<file path="src/rpc_transaction_id_remap_table_core_assert.svh">
// Assertion macros for the transaction id remap table.
// Included by rtirt_dpath, which checks its own logic; needs no package.
`ifndef RPC_TRANSACTION_ID_REMAP_TABLE_CORE_ASSERT_SVH
`define RPC_TRANSACTION_ID_REMAP_TABLE_CORE_ASSERT_SVH

// Same-cycle implication, disabled in reset.
`define RTIRT_ASSERT_IMP(label, clk, rst, ante, cons, msg) \
   label: assert property (@(posedge clk) disable iff (rst) (ante) |-> (cons)) else $error(msg);

// Next-cycle implication, disabled in reset.
`define RTIRT_ASSERT_NXT(label, clk, rst, ante, cons, msg) \
   label: assert property (@(posedge clk) disable iff (rst) (ante) |=> (cons)) else $error(msg);

`endif

</file>
<file path="src/rtirt_pkg.sv">
// Shared types, codes and constants of the transaction id remap table.
// No dependencies.
package rtirt_pkg;

   localparam int TABLE_ENTRIES = 16;
   localparam int TYPE_BITS     = 4;
   localparam int TAG_BITS      = 16;
   localparam int ID_CTR_BITS   = 28;

   localparam logic [15:0] TAG_MASK = (TAG_BITS >= 16) ? 16'hFFFF :
                                      16'((32'd1 << TAG_BITS) - 32'd1);
   localparam logic [7:0]  LIFETIME_RESET = 8'd43;

   localparam logic [7:0] CSR_LIFETIME = 8'd0;
   localparam logic [7:0] CSR_SHUTDOWN = 8'd1;

   typedef enum logic [2:0] {
      KIND_SENT      = 3'd0,
      KIND_REJECTED  = 3'd1,
      KIND_FULL      = 3'd2,
      KIND_NOTICE    = 3'd3,
      KIND_MATCHED   = 3'd4,
      KIND_UNMATCHED = 3'd5
   } result_kind_type;

   typedef struct packed {
      logic        req_type;
      logic [31:0] type_id;
      logic [31:0] original_id;
      logic [31:0] reply_id;
      logic [15:0] client_tag;
      logic [31:0] now_seconds;
   } req_item_type;

   typedef struct packed {
      logic [2:0]  result_kind;
      logic [31:0] id_value;
      logic [15:0] result_tag;
      logic        last_result;
   } rsp_item_type;

   typedef struct packed {
      logic [31:0] new_id;
      logic [31:0] old_id;
      logic [31:0] expiry;
      logic [15:0] tag;
      logic [31:0] stamp;
   } entry_type;

   typedef enum logic [2:0] {
      ST_IDLE,
      ST_DECIDE,
      ST_SCAN_ID,
      ST_SCAN_EXP,
      ST_EMIT_SENT
   } state_type;

   typedef enum logic [1:0] {
      EMIT_NONE,
      EMIT_FINAL,
      EMIT_NOTICE,
      EMIT_SENT
   } emit_type;

   typedef enum logic {
      SCAN_BY_ID,
      SCAN_EXPIRED
   } scan_mode_type;

   typedef struct packed {
      logic          load;
      logic          form_id;
      logic          scan_go;
      scan_mode_type scan_mode;
      logic          drop;
      logic          commit;
      emit_type      emit;
   } cmd_type;

   typedef struct packed {
      logic shut;
      logic is_reply;
      logic qualified;
      logic scan_done;
      logic best_found;
      logic free_found;
   } status_type;

endpackage

</file>
<file path="src/rpc_transaction_id_remap_table_core.sv">
// Transaction id remap table, top level. N = TABLE_ENTRIES.
// On shutdown the final item is emitted from the decide state without a scan; a
// reply or unqualified request scans the table once, a qualified request by id
// and then for expiry, and an expiry notice may go before the final item. One item
// at a time: a new item is accepted only while idle. Results cannot be stalled.
// Synchronous reset clears valid bits and counters at once.
module rpc_transaction_id_remap_table_core #(
   parameter int TABLE_ENTRIES = rtirt_pkg::TABLE_ENTRIES,
   parameter int TYPE_BITS     = rtirt_pkg::TYPE_BITS
) (
   input  logic                    clock,
   input  logic                    reset,
   input  logic                    start,
   output logic                    busy,
   input  rtirt_pkg::req_item_type req_data,
   output logic                    rsp_strobe,
   output rtirt_pkg::rsp_item_type rsp_data,
   input  logic                    csr_valid,
   output logic                    csr_ready,
   input  logic [7:0]              csr_index,
   input  logic [7:0]              csr_wdata
);

   rtirt_pkg::cmd_type    cmd;
   rtirt_pkg::status_type status;

   rtirt_ctrl u_ctrl (
      .clock  (clock),
      .reset  (reset),
      .start  (start),
      .busy   (busy),
      .status (status),
      .cmd    (cmd)
   );

   rtirt_dpath #(
      .TABLE_ENTRIES (TABLE_ENTRIES),
      .TYPE_BITS     (TYPE_BITS)
   ) u_dpath (
      .clock      (clock),
      .reset      (reset),
      .cmd        (cmd),
      .status     (status),
      .req_data   (req_data),
      .rsp_strobe (rsp_strobe),
      .rsp_data   (rsp_data),
      .csr_valid  (csr_valid),
      .csr_ready  (csr_ready),
      .csr_index  (csr_index),
      .csr_wdata  (csr_wdata)
   );

endmodule

</file>
<file path="src/rtirt_ctrl.sv">
// Controller of the transaction id remap table: sequences decide, scans,
// writeback and result emission. Depends on rtirt_pkg.
module rtirt_ctrl (
   input  logic                  clock,
   input  logic                  reset,
   input  logic                  start,
   output logic                  busy,
   input  rtirt_pkg::status_type status,
   output rtirt_pkg::cmd_type    cmd
);

   rtirt_pkg::state_type state_ff, state_in;

   always_ff @(posedge clock) begin
      if (reset) begin
         state_ff <= rtirt_pkg::ST_IDLE;
      end else begin
         state_ff <= state_in;
      end
   end

   always_comb begin
      state_in = state_ff;
      case (state_ff)
         rtirt_pkg::ST_IDLE: begin
            if (start) state_in = rtirt_pkg::ST_DECIDE;
         end
         rtirt_pkg::ST_DECIDE: begin
            if (status.shut) state_in = rtirt_pkg::ST_IDLE;
            else if (status.is_reply || status.qualified) state_in = rtirt_pkg::ST_SCAN_ID;
            else state_in = rtirt_pkg::ST_SCAN_EXP;
         end
         rtirt_pkg::ST_SCAN_ID: begin
            if (status.scan_done) begin
               if (status.is_reply) state_in = rtirt_pkg::ST_IDLE;
               else state_in = rtirt_pkg::ST_SCAN_EXP;
            end
         end
         rtirt_pkg::ST_SCAN_EXP: begin
            if (status.scan_done) begin
               if (status.best_found) state_in = rtirt_pkg::ST_EMIT_SENT;
               else state_in = rtirt_pkg::ST_IDLE;
            end
         end
         rtirt_pkg::ST_EMIT_SENT: begin
            state_in = rtirt_pkg::ST_IDLE;
         end
         default: begin
            state_in = rtirt_pkg::ST_IDLE;
         end
      endcase
   end

   always_comb begin
      cmd           = '0;
      cmd.scan_mode = rtirt_pkg::SCAN_BY_ID;
      cmd.emit      = rtirt_pkg::EMIT_NONE;
      busy          = 1'b1;
      case (state_ff)
         rtirt_pkg::ST_IDLE: begin
            busy     = 1'b0;
            cmd.load = start;
         end
         rtirt_pkg::ST_DECIDE: begin
            if (status.shut) begin
               cmd.emit = rtirt_pkg::EMIT_FINAL;
            end else if (status.is_reply) begin
               cmd.scan_go = 1'b1;
            end else begin
               cmd.form_id = 1'b1;
               cmd.scan_go = 1'b1;
               if (!status.qualified) cmd.scan_mode = rtirt_pkg::SCAN_EXPIRED;
            end
         end
         rtirt_pkg::ST_SCAN_ID: begin
            if (status.scan_done) begin
               cmd.drop = 1'b1;
               if (status.is_reply) begin
                  cmd.emit = rtirt_pkg::EMIT_FINAL;
               end else begin
                  cmd.scan_go   = 1'b1;
                  cmd.scan_mode = rtirt_pkg::SCAN_EXPIRED;
               end
            end
         end
         rtirt_pkg::ST_SCAN_EXP: begin
            if (status.scan_done) begin
               if (status.best_found) begin
                  cmd.commit = 1'b1;
                  cmd.emit   = rtirt_pkg::EMIT_NOTICE;
               end else begin
                  cmd.commit = status.free_found;
                  cmd.emit   = rtirt_pkg::EMIT_FINAL;
               end
            end
         end
         rtirt_pkg::ST_EMIT_SENT: begin
            cmd.emit = rtirt_pkg::EMIT_SENT;
         end
         default: begin
            busy = 1'b1;
         end
      endcase
   end

endmodule

</file>
<file path="src/rtirt_dpath.sv">
// Datapath of the transaction id remap table: slot memory, valid bits,
// recency scan, id counters, configuration and result register.
// Depends on rtirt_pkg and the assertion macro header.
`include "rpc_transaction_id_remap_table_core_assert.svh"

module rtirt_dpath #(
   parameter int TABLE_ENTRIES = rtirt_pkg::TABLE_ENTRIES,
   parameter int TYPE_BITS     = rtirt_pkg::TYPE_BITS
) (
   input  logic                    clock,
   input  logic                    reset,
   input  rtirt_pkg::cmd_type      cmd,
   output rtirt_pkg::status_type   status,
   input  rtirt_pkg::req_item_type req_data,
   output logic                    rsp_strobe,
   output rtirt_pkg::rsp_item_type rsp_data,
   input  logic                    csr_valid,
   output logic                    csr_ready,
   input  logic [7:0]              csr_index,
   input  logic [7:0]              csr_wdata
);

   localparam int IDX_W = $clog2(TABLE_ENTRIES);
   localparam logic [IDX_W-1:0] LAST_IDX = IDX_W'(TABLE_ENTRIES - 1);

   rtirt_pkg::req_item_type item_ff, load_item;
   logic [7:0]  lifetime_ff;
   logic        shut_ff;
   logic [rtirt_pkg::ID_CTR_BITS-1:0] id_ctr_ff;
   logic [31:0] ins_ctr_ff;
   logic [31:0] new_id_ff;
   logic [TABLE_ENTRIES-1:0] vld_ff;
   rtirt_pkg::entry_type mem [TABLE_ENTRIES];

   logic [IDX_W-1:0] idx_ff, rd_idx_ff, best_idx_ff, free_idx_ff, slot;
   logic issue_ff, rd_vld_ff, done_ff;
   rtirt_pkg::scan_mode_type mode_ff;
   rtirt_pkg::entry_type rd_entry_ff, wr_entry;
   logic        best_found_ff, free_found_ff;
   logic [31:0] best_age_ff, best_new_ff, best_old_ff;
   logic [15:0] best_tag_ff;

   logic        rsp_strobe_ff;
   rtirt_pkg::rsp_item_type rsp_ff, rsp_in;

   logic [31:0] key, age;
   logic        hit, take, free_take;
   logic [32:0] exp_sum;

   assign csr_ready  = 1'b1;
   assign rsp_strobe = rsp_strobe_ff;
   assign rsp_data   = rsp_ff;

   assign status.shut       = shut_ff;
   assign status.is_reply   = item_ff.req_type;
   assign status.qualified  = |(item_ff.type_id >> TYPE_BITS);
   assign status.scan_done  = done_ff;
   assign status.best_found = best_found_ff;
   assign status.free_found = free_found_ff;

   // configuration
   always_ff @(posedge clock) begin
      if (reset) begin
         lifetime_ff <= rtirt_pkg::LIFETIME_RESET;
         shut_ff     <= 1'b0;
      end else if (csr_valid) begin
         if (csr_index == rtirt_pkg::CSR_LIFETIME) lifetime_ff <= csr_wdata;
         else if (csr_index == rtirt_pkg::CSR_SHUTDOWN) shut_ff <= csr_wdata[0];
      end
   end

   always_comb begin
      load_item            = req_data;
      load_item.client_tag = req_data.client_tag & rtirt_pkg::TAG_MASK;
   end

   // latch item, form the new id
   always_ff @(posedge clock) begin
      if (cmd.load) begin
         item_ff <= load_item;
      end
      if (cmd.form_id) begin
         if (status.qualified) new_id_ff <= item_ff.type_id;
         else new_id_ff <= (32'(id_ctr_ff) << TYPE_BITS) | item_ff.type_id;
      end
   end

   always_ff @(posedge clock) begin
      if (reset) begin
         id_ctr_ff  <= '0;
         ins_ctr_ff <= '0;
      end else begin
         if (cmd.form_id && !status.qualified) id_ctr_ff <= id_ctr_ff + 1'b1;
         if (cmd.commit) ins_ctr_ff <= ins_ctr_ff + 32'd1;
      end
   end

   // scan address sequencer, one entry read per cycle
   always_ff @(posedge clock) begin
      if (reset) begin
         issue_ff  <= 1'b0;
         rd_vld_ff <= 1'b0;
         done_ff   <= 1'b0;
      end else begin
         rd_vld_ff <= issue_ff;
         done_ff   <= rd_vld_ff && (rd_idx_ff == LAST_IDX);
         if (cmd.scan_go) issue_ff <= 1'b1;
         else if (idx_ff == LAST_IDX) issue_ff <= 1'b0;
      end
   end

   always_ff @(posedge clock) begin
      rd_idx_ff <= idx_ff;
      if (cmd.scan_go) begin
         idx_ff  <= '0;
         mode_ff <= cmd.scan_mode;
      end else if (issue_ff) begin
         idx_ff <= idx_ff + 1'b1;
      end
   end

   // slot memory
   assign exp_sum = {1'b0, item_ff.now_seconds} + {25'd0, lifetime_ff};
   assign slot    = best_found_ff ? best_idx_ff : free_idx_ff;

   always_comb begin
      wr_entry.new_id = new_id_ff;
      wr_entry.old_id = item_ff.original_id;
      wr_entry.expiry = exp_sum[32] ? 32'hFFFF_FFFF : exp_sum[31:0];
      wr_entry.tag    = item_ff.client_tag;
      wr_entry.stamp  = ins_ctr_ff;
   end

   always_ff @(posedge clock) begin
      if (cmd.commit) mem[slot] <= wr_entry;
      rd_entry_ff <= mem[idx_ff];
   end

   always_ff @(posedge clock) begin
      if (reset) begin
         vld_ff <= '0;
      end else if (cmd.commit) begin
         vld_ff[slot] <= 1'b1;
      end else if (cmd.drop && best_found_ff) begin
         vld_ff[best_idx_ff] <= 1'b0;
      end
   end

   // recency compare on the entry just read
   assign key = item_ff.req_type ? item_ff.reply_id : item_ff.type_id;
   assign age = ins_ctr_ff - rd_entry_ff.stamp;

   always_comb begin
      if (mode_ff == rtirt_pkg::SCAN_BY_ID) hit = (rd_entry_ff.new_id == key);
      else hit = (rd_entry_ff.expiry <= item_ff.now_seconds);
      take      = rd_vld_ff && vld_ff[rd_idx_ff] && hit &&
                  (!best_found_ff || (age < best_age_ff));
      free_take = rd_vld_ff && (mode_ff == rtirt_pkg::SCAN_EXPIRED) &&
                  !vld_ff[rd_idx_ff] && !free_found_ff;
   end

   always_ff @(posedge clock) begin
      if (reset) begin
         best_found_ff <= 1'b0;
         free_found_ff <= 1'b0;
      end else if (cmd.scan_go) begin
         best_found_ff <= 1'b0;
         free_found_ff <= 1'b0;
      end else begin
         if (take) best_found_ff <= 1'b1;
         if (free_take) free_found_ff <= 1'b1;
      end
   end

   always_ff @(posedge clock) begin
      if (take) begin
         best_idx_ff <= rd_idx_ff;
         best_age_ff <= age;
         best_new_ff <= rd_entry_ff.new_id;
         best_old_ff <= rd_entry_ff.old_id;
         best_tag_ff <= rd_entry_ff.tag;
      end
      if (free_take) free_idx_ff <= rd_idx_ff;
   end

   // result register
   always_comb begin
      rsp_in = '0;
      case (cmd.emit)
         rtirt_pkg::EMIT_FINAL: begin
            rsp_in.last_result = 1'b1;
            if (shut_ff) begin
               if (item_ff.req_type) begin
                  rsp_in.result_kind = rtirt_pkg::KIND_UNMATCHED;
                  rsp_in.id_value    = item_ff.reply_id;
               end else begin
                  rsp_in.result_kind = rtirt_pkg::KIND_REJECTED;
                  rsp_in.result_tag  = item_ff.client_tag;
               end
            end else if (item_ff.req_type) begin
               if (best_found_ff) begin
                  rsp_in.result_kind = rtirt_pkg::KIND_MATCHED;
                  rsp_in.id_value    = best_old_ff;
                  rsp_in.result_tag  = best_tag_ff;
               end else begin
                  rsp_in.result_kind = rtirt_pkg::KIND_UNMATCHED;
                  rsp_in.id_value    = item_ff.reply_id;
               end
            end else begin
               rsp_in.result_kind = free_found_ff ? rtirt_pkg::KIND_SENT
                                                  : rtirt_pkg::KIND_FULL;
               rsp_in.id_value    = new_id_ff;
               rsp_in.result_tag  = item_ff.client_tag;
            end
         end
         rtirt_pkg::EMIT_NOTICE: begin
            rsp_in.result_kind = rtirt_pkg::KIND_NOTICE;
            rsp_in.id_value    = best_new_ff;
            rsp_in.result_tag  = best_tag_ff;
         end
         rtirt_pkg::EMIT_SENT: begin
            rsp_in.result_kind = rtirt_pkg::KIND_SENT;
            rsp_in.id_value    = new_id_ff;
            rsp_in.result_tag  = item_ff.client_tag;
            rsp_in.last_result = 1'b1;
         end
         default: begin
            rsp_in = '0;
         end
      endcase
   end

   always_ff @(posedge clock) begin
      if (reset) begin
         rsp_strobe_ff <= 1'b0;
      end else begin
         rsp_strobe_ff <= (cmd.emit != rtirt_pkg::EMIT_NONE);
      end
      rsp_ff <= rsp_in;
   end

   `RTIRT_ASSERT_NXT(a_notice_then_sent, clock, reset, rsp_strobe_ff && !rsp_ff.last_result, rsp_strobe_ff && rsp_ff.last_result, "expiry notice not followed by final item")
   `RTIRT_ASSERT_IMP(a_notice_not_last, clock, reset, rsp_strobe_ff && (rsp_ff.result_kind == rtirt_pkg::KIND_NOTICE), !rsp_ff.last_result, "expiry notice marked last")
   `RTIRT_ASSERT_NXT(a_commit_counts, clock, reset, cmd.commit, ins_ctr_ff == $past(ins_ctr_ff) + 32'd1, "insert counter did not advance on writeback")

endmodule

</file>
<file path="config.mk">
export PLATFORM = sky130hd
export DESIGN_NAME = rpc_transaction_id_remap_table_core
export DESIGN_NICKNAME = d
export VERILOG_FILES = /design/src/rtirt_pkg.sv /design/src/rpc_transaction_id_remap_table_core.sv /design/src/rtirt_ctrl.sv /design/src/rtirt_dpath.sv
export VERILOG_INCLUDE_DIRS = /design/src /design/src/src
export SDC_FILE = /design/constraint.sdc
export NUM_CORES = 2
export LEC_CHECK = 0
export BUFFER_PORTS_ARGS = -buffer_cell sky130_fd_sc_hd__buf_2
export CELL_PAD_IN_SITES_DETAIL_PLACEMENT = 0
export CELL_PAD_IN_SITES_GLOBAL_PLACEMENT = 2
export CORE_MARGIN = 2
export CORE_UTILIZATION = 45
export DETAILED_ROUTE_END_ITERATION = 16
export MAX_ROUTING_LAYER = met4
export PLACE_DENSITY_LB_ADDON = 0.1
export RECOVER_POWER = 100
export SYNTH_ARGS = -nofsm -noshare
export SYNTH_HDL_FRONTEND = slang
export SYNTH_HIERARCHICAL = 1
export SYNTH_SLANG_ARGS = --single-unit
</file>
<file path="constraint.sdc">
create_clock -name clock -period 16.7 [get_ports clock]
set_input_delay 1.67 -clock clock [delete_from_list [all_inputs] [get_ports clock]]
set_output_delay 1.67 -clock clock [all_outputs]
set_load 0.02 [all_outputs]
</file>
==> impl_results.md <==
- Status: complete, but fails checks
- Failing checks: capacitance limit, slew limit
- DRT Pass-1 Iters: 5
- CTS tree: done
- Post-synth EDFFs: 2602
- Setup skew after layout: 0.0579 ns
- Vias in the first global route: 54100
- Core area: 0.243 mm^2
- Non-filler cells, final: 9053
- Slew @ Worst Pin: 9.89 ns
- Layout cell share with drive strength beyond 1: 0.228
- Commonest non-fill, non-tap cell in the layout: edfxtp_1
- Die Area: 0.249 mm^2
- Pin count of the biggest net entering global routing: 147
- Pwr/cell area: 147 mW/mm^2
- Worst hold path class: reg -> reg
- Post_cts resized: 0
- Max-cap violations: 65
- RSZ-0062 raised after global routing: no
- FF-to-FF path depth: 11
- Clock transition at the registers of the reported paths: 0.06 ns
- DP Area: 0.115 mm^2
- Worst IR Drop VDD: 0.128 mV
- Syn nets: 5490
- Slew headroom: -5.59
- Hold path depth: 0
- Vias: 52600
- Synth Cell Area: 0.110 mm^2
- Post-route cell area: 0.125 mm^2
- Drt total wl: 275000 um
- Sequential standard cell area: 0.0841 mm^2
- WL per Instance: 30.4 um
- Worst EP arrival: 11.95 ns
- Crit-path max FO: 60
- Startpoint types: flip-flop
- Worst setup margin: 5.17 ns
- Tmin final: 11.53 ns
- H-tree levels: 5
- Nets: 5877
- Netlist cell types: 73
- Starting Density: 0.453
- DPL Wire Length: 144000 um
- CP Class: reg -> reg
- Clock insertion delay at the later pin of the skew report: 0.95 ns
- Initial antenna violation count: 13
- Pre-CTS setup slack: 9.48 ns
- Remaining DRCs: 0
- Leakage power: 39.9 nW
- Highest clock rate: 86.7 MHz
- Vias/cell: 5.81
- Synthesized flop and latch total: 2900
- Ys flop type: edfxtp_1
- Total gr overflow: 0
- Die height: 499 um
- Cts hold-fix bufs: 0
- Fillers: 19500
- Total GRT Usage: 0.228
- GP Congestion: 0.789
- Fin Setup TNS: 0 ns
- Final hold violation count: 0
- Req. time, crit path: 17.12 ns
- Final Cycle Share: 0.690
- Num rows: 181
- Post-Syn Instances: 5218
- Multi-input gate area: 0.0246 mm^2
- Final ANT Viol Nets: 0
- Max Slew Vio Count: 3030
- Layout area overhead: 13.1%
- CTS Buffer Depth: 4
- CTS Sinks: 2900
- Sequential area share after synthesis: 0.764
- Initial drt markers: 5102
- Syn_area_per_cell: 21.1 um^2
- Root Buffer: clkbuf_16
- Io pins: 220
- Number of instances in the placed design: 8488
- Setup repair bufs after CTS: 0
- Most frequent cells in the layout: edfxtp_1 (2602), mux4_2 (725), clkbuf_16 (324)
- Die X-Extent: 499 um
- Post-synth ARST share: 0
- Num CTS Buffers: 317
- Critical Path End Type: flip-flop
- Syn. warnings: 6
- I/O Buffers: 218
- Finish-stage setup viols: 0
- First-pass GRT wire length: 396000 um
## power by group
part,total [mW],switching [mW],internal (mW)
combinational,3.04,1.41,1.63
sequential,8.54,0.333,8.20
clock,6.71,2.75,3.96
## final timing paths
| kind | startpoint | endpoint | slack (ns) |
|---|---|---|---|
| max | u_dpath/status[4]$_DFFE_PP_ | u_dpath/best_new_ff[16]$_DFFE_PP_ | 5.17 |
| min | u_dpath/rd_entry_ff[42]$_DFF_P_ | u_dpath/best_tag_ff[10]$_DFFE_PP_ | 0.39 |
| max reg2reg | u_dpath/status[4]$_DFFE_PP_ | u_dpath/best_new_ff[16]$_DFFE_PP_ | 5.17 |
| min reg2reg | u_dpath/rd_entry_ff[42]$_DFF_P_ | u_dpath/best_tag_ff[10]$_DFFE_PP_ | 0.39 |
## flip-flops by register name, summed over array words and instances (netlist names), 3 cells and up
register and flops:
u_dpath/mem 2304, u_dpath/idx_ff 4, u_dpath/lifetime_ff 8, u_dpath/free_idx_ff 4, u_dpath/best_age_ff 32, u_ctrl/state_ff 3, u_dpath/best_old_ff 32, u_dpath/rsp_data 52
u_dpath/best_idx_ff 4, u_dpath/best_tag_ff 16, u_dpath/vld_ff 16, u_dpath/new_id_ff 32, u_dpath/id_ctr_ff 28, u_dpath/item_ff 144, u_dpath/rd_entry_ff 144, u_dpath/best_new_ff 32
u_dpath/ins_ctr_ff 32, u_dpath/rd_idx_ff 4
## kinds of logic (layout without fill, tap and decap cells)
logic type / count (synthesis) / in the layout / share of synthesized area
adder cells (fa/ha/maj): 107 / 107 / 0.0123
buffers and inverters: 369 / 1000 / 0.0131
AND/OR/NAND/NOR: 509 / 509 / 0.0226
multiplexers: 773 / 773 / 0.153
other: 1 / 3 / 0.0000340
flip-flops: 2900 / 2900 / 0.764
XOR/XNOR: 127 / 127 / 0.0101
AO/OA/AOI/OAI: 432 / 432 / 0.0257
## critical path, stage by stage (launching register included)
cell	delay, ns
edfxtp_1	0.78
clkbuf_1	1.81
mux2i_1	0.29
xnor2_1	0.22
nor4_1	0.63
nand4_1	0.20
nor2_1	0.36
o211ai_1	0.20
a31oi_1	0.62
o21a_1	1.33
clkbuf_1	1.65
clkbuf_1	2.78
## per-layer routing
metal | share of wire | global-route usage | vias to the layer above
met5 | 0 | - | -
met4 | 0.022 | 0.0567 | 0
met3 | 0.052 | 0.0346 | 390
met2 | 0.47 | 0.344 | 1444
met1 | 0.46 | 0.329 | 28500
li1 | - | - | 22300
## synth_stat cells, drive strengths merged (4+ instances only)
master / count / area, um^2
a2111oi: 4 / 35.0
a211o: 6 / 52.6
a211oi: 7 / 52.6
a21o: 67 / 503
a21oi: 111 / 556
a22o: 49 / 429
a22oi: 33 / 253
a31oi: 4 / 25.0
and2: 8 / 50.1
and3: 26 / 173
and4: 12 / 105
buf: 63 / 292
clkbuf: 172 / 646
dfxtp: 298 / 5970
edfxtp: 2602 / 78100
ha: 105 / 1310
inv: 132 / 495
mux2i: 46 / 460
mux4: 725 / 16300
nand2: 129 / 484
nand2b: 13 / 81.3
nand3: 47 / 235
nand4: 34 / 213
nor2: 154 / 581
nor2b: 19 / 121
nor3: 21 / 110
nor3b: 6 / 50.1
nor4: 21 / 138
o211ai: 8 / 60.1
o21a: 20 / 150
o21ai: 95 / 475
o21bai: 6 / 45.0
o31ai: 4 / 30.0
or3: 8 / 55.1
xnor2: 73 / 639
xor2: 54 / 473
## per-stage QoR
stage / total power [mW] / hold WS, ns / util
2_1_floorplan: 10.8 / 0.347 / -
3_3_place_gp: 11.7 / 0.389 / 0.474
3_5_place_dp: 11.7 / 0.389 / 0.474
4_1_cts: 18.4 / 0.398 / 0.514
5_1_grt: 19.0 / 0.400 / 0.512
6_report: 18.3 / 0.390 / 0.512
## area by class of cell
cell class,instances,share of cell area
sequential,2900,0.675
tap,3202,0.0322
timing repair buffer,303,0.0117
multi-input combinational,1949,0.198
clock buffer,434,0.0704
antenna,2,0.0000402
clock inverter,129,0.00899
inverter,134,0.00420
No activity file was read; power rests on OpenSTA's default activity.
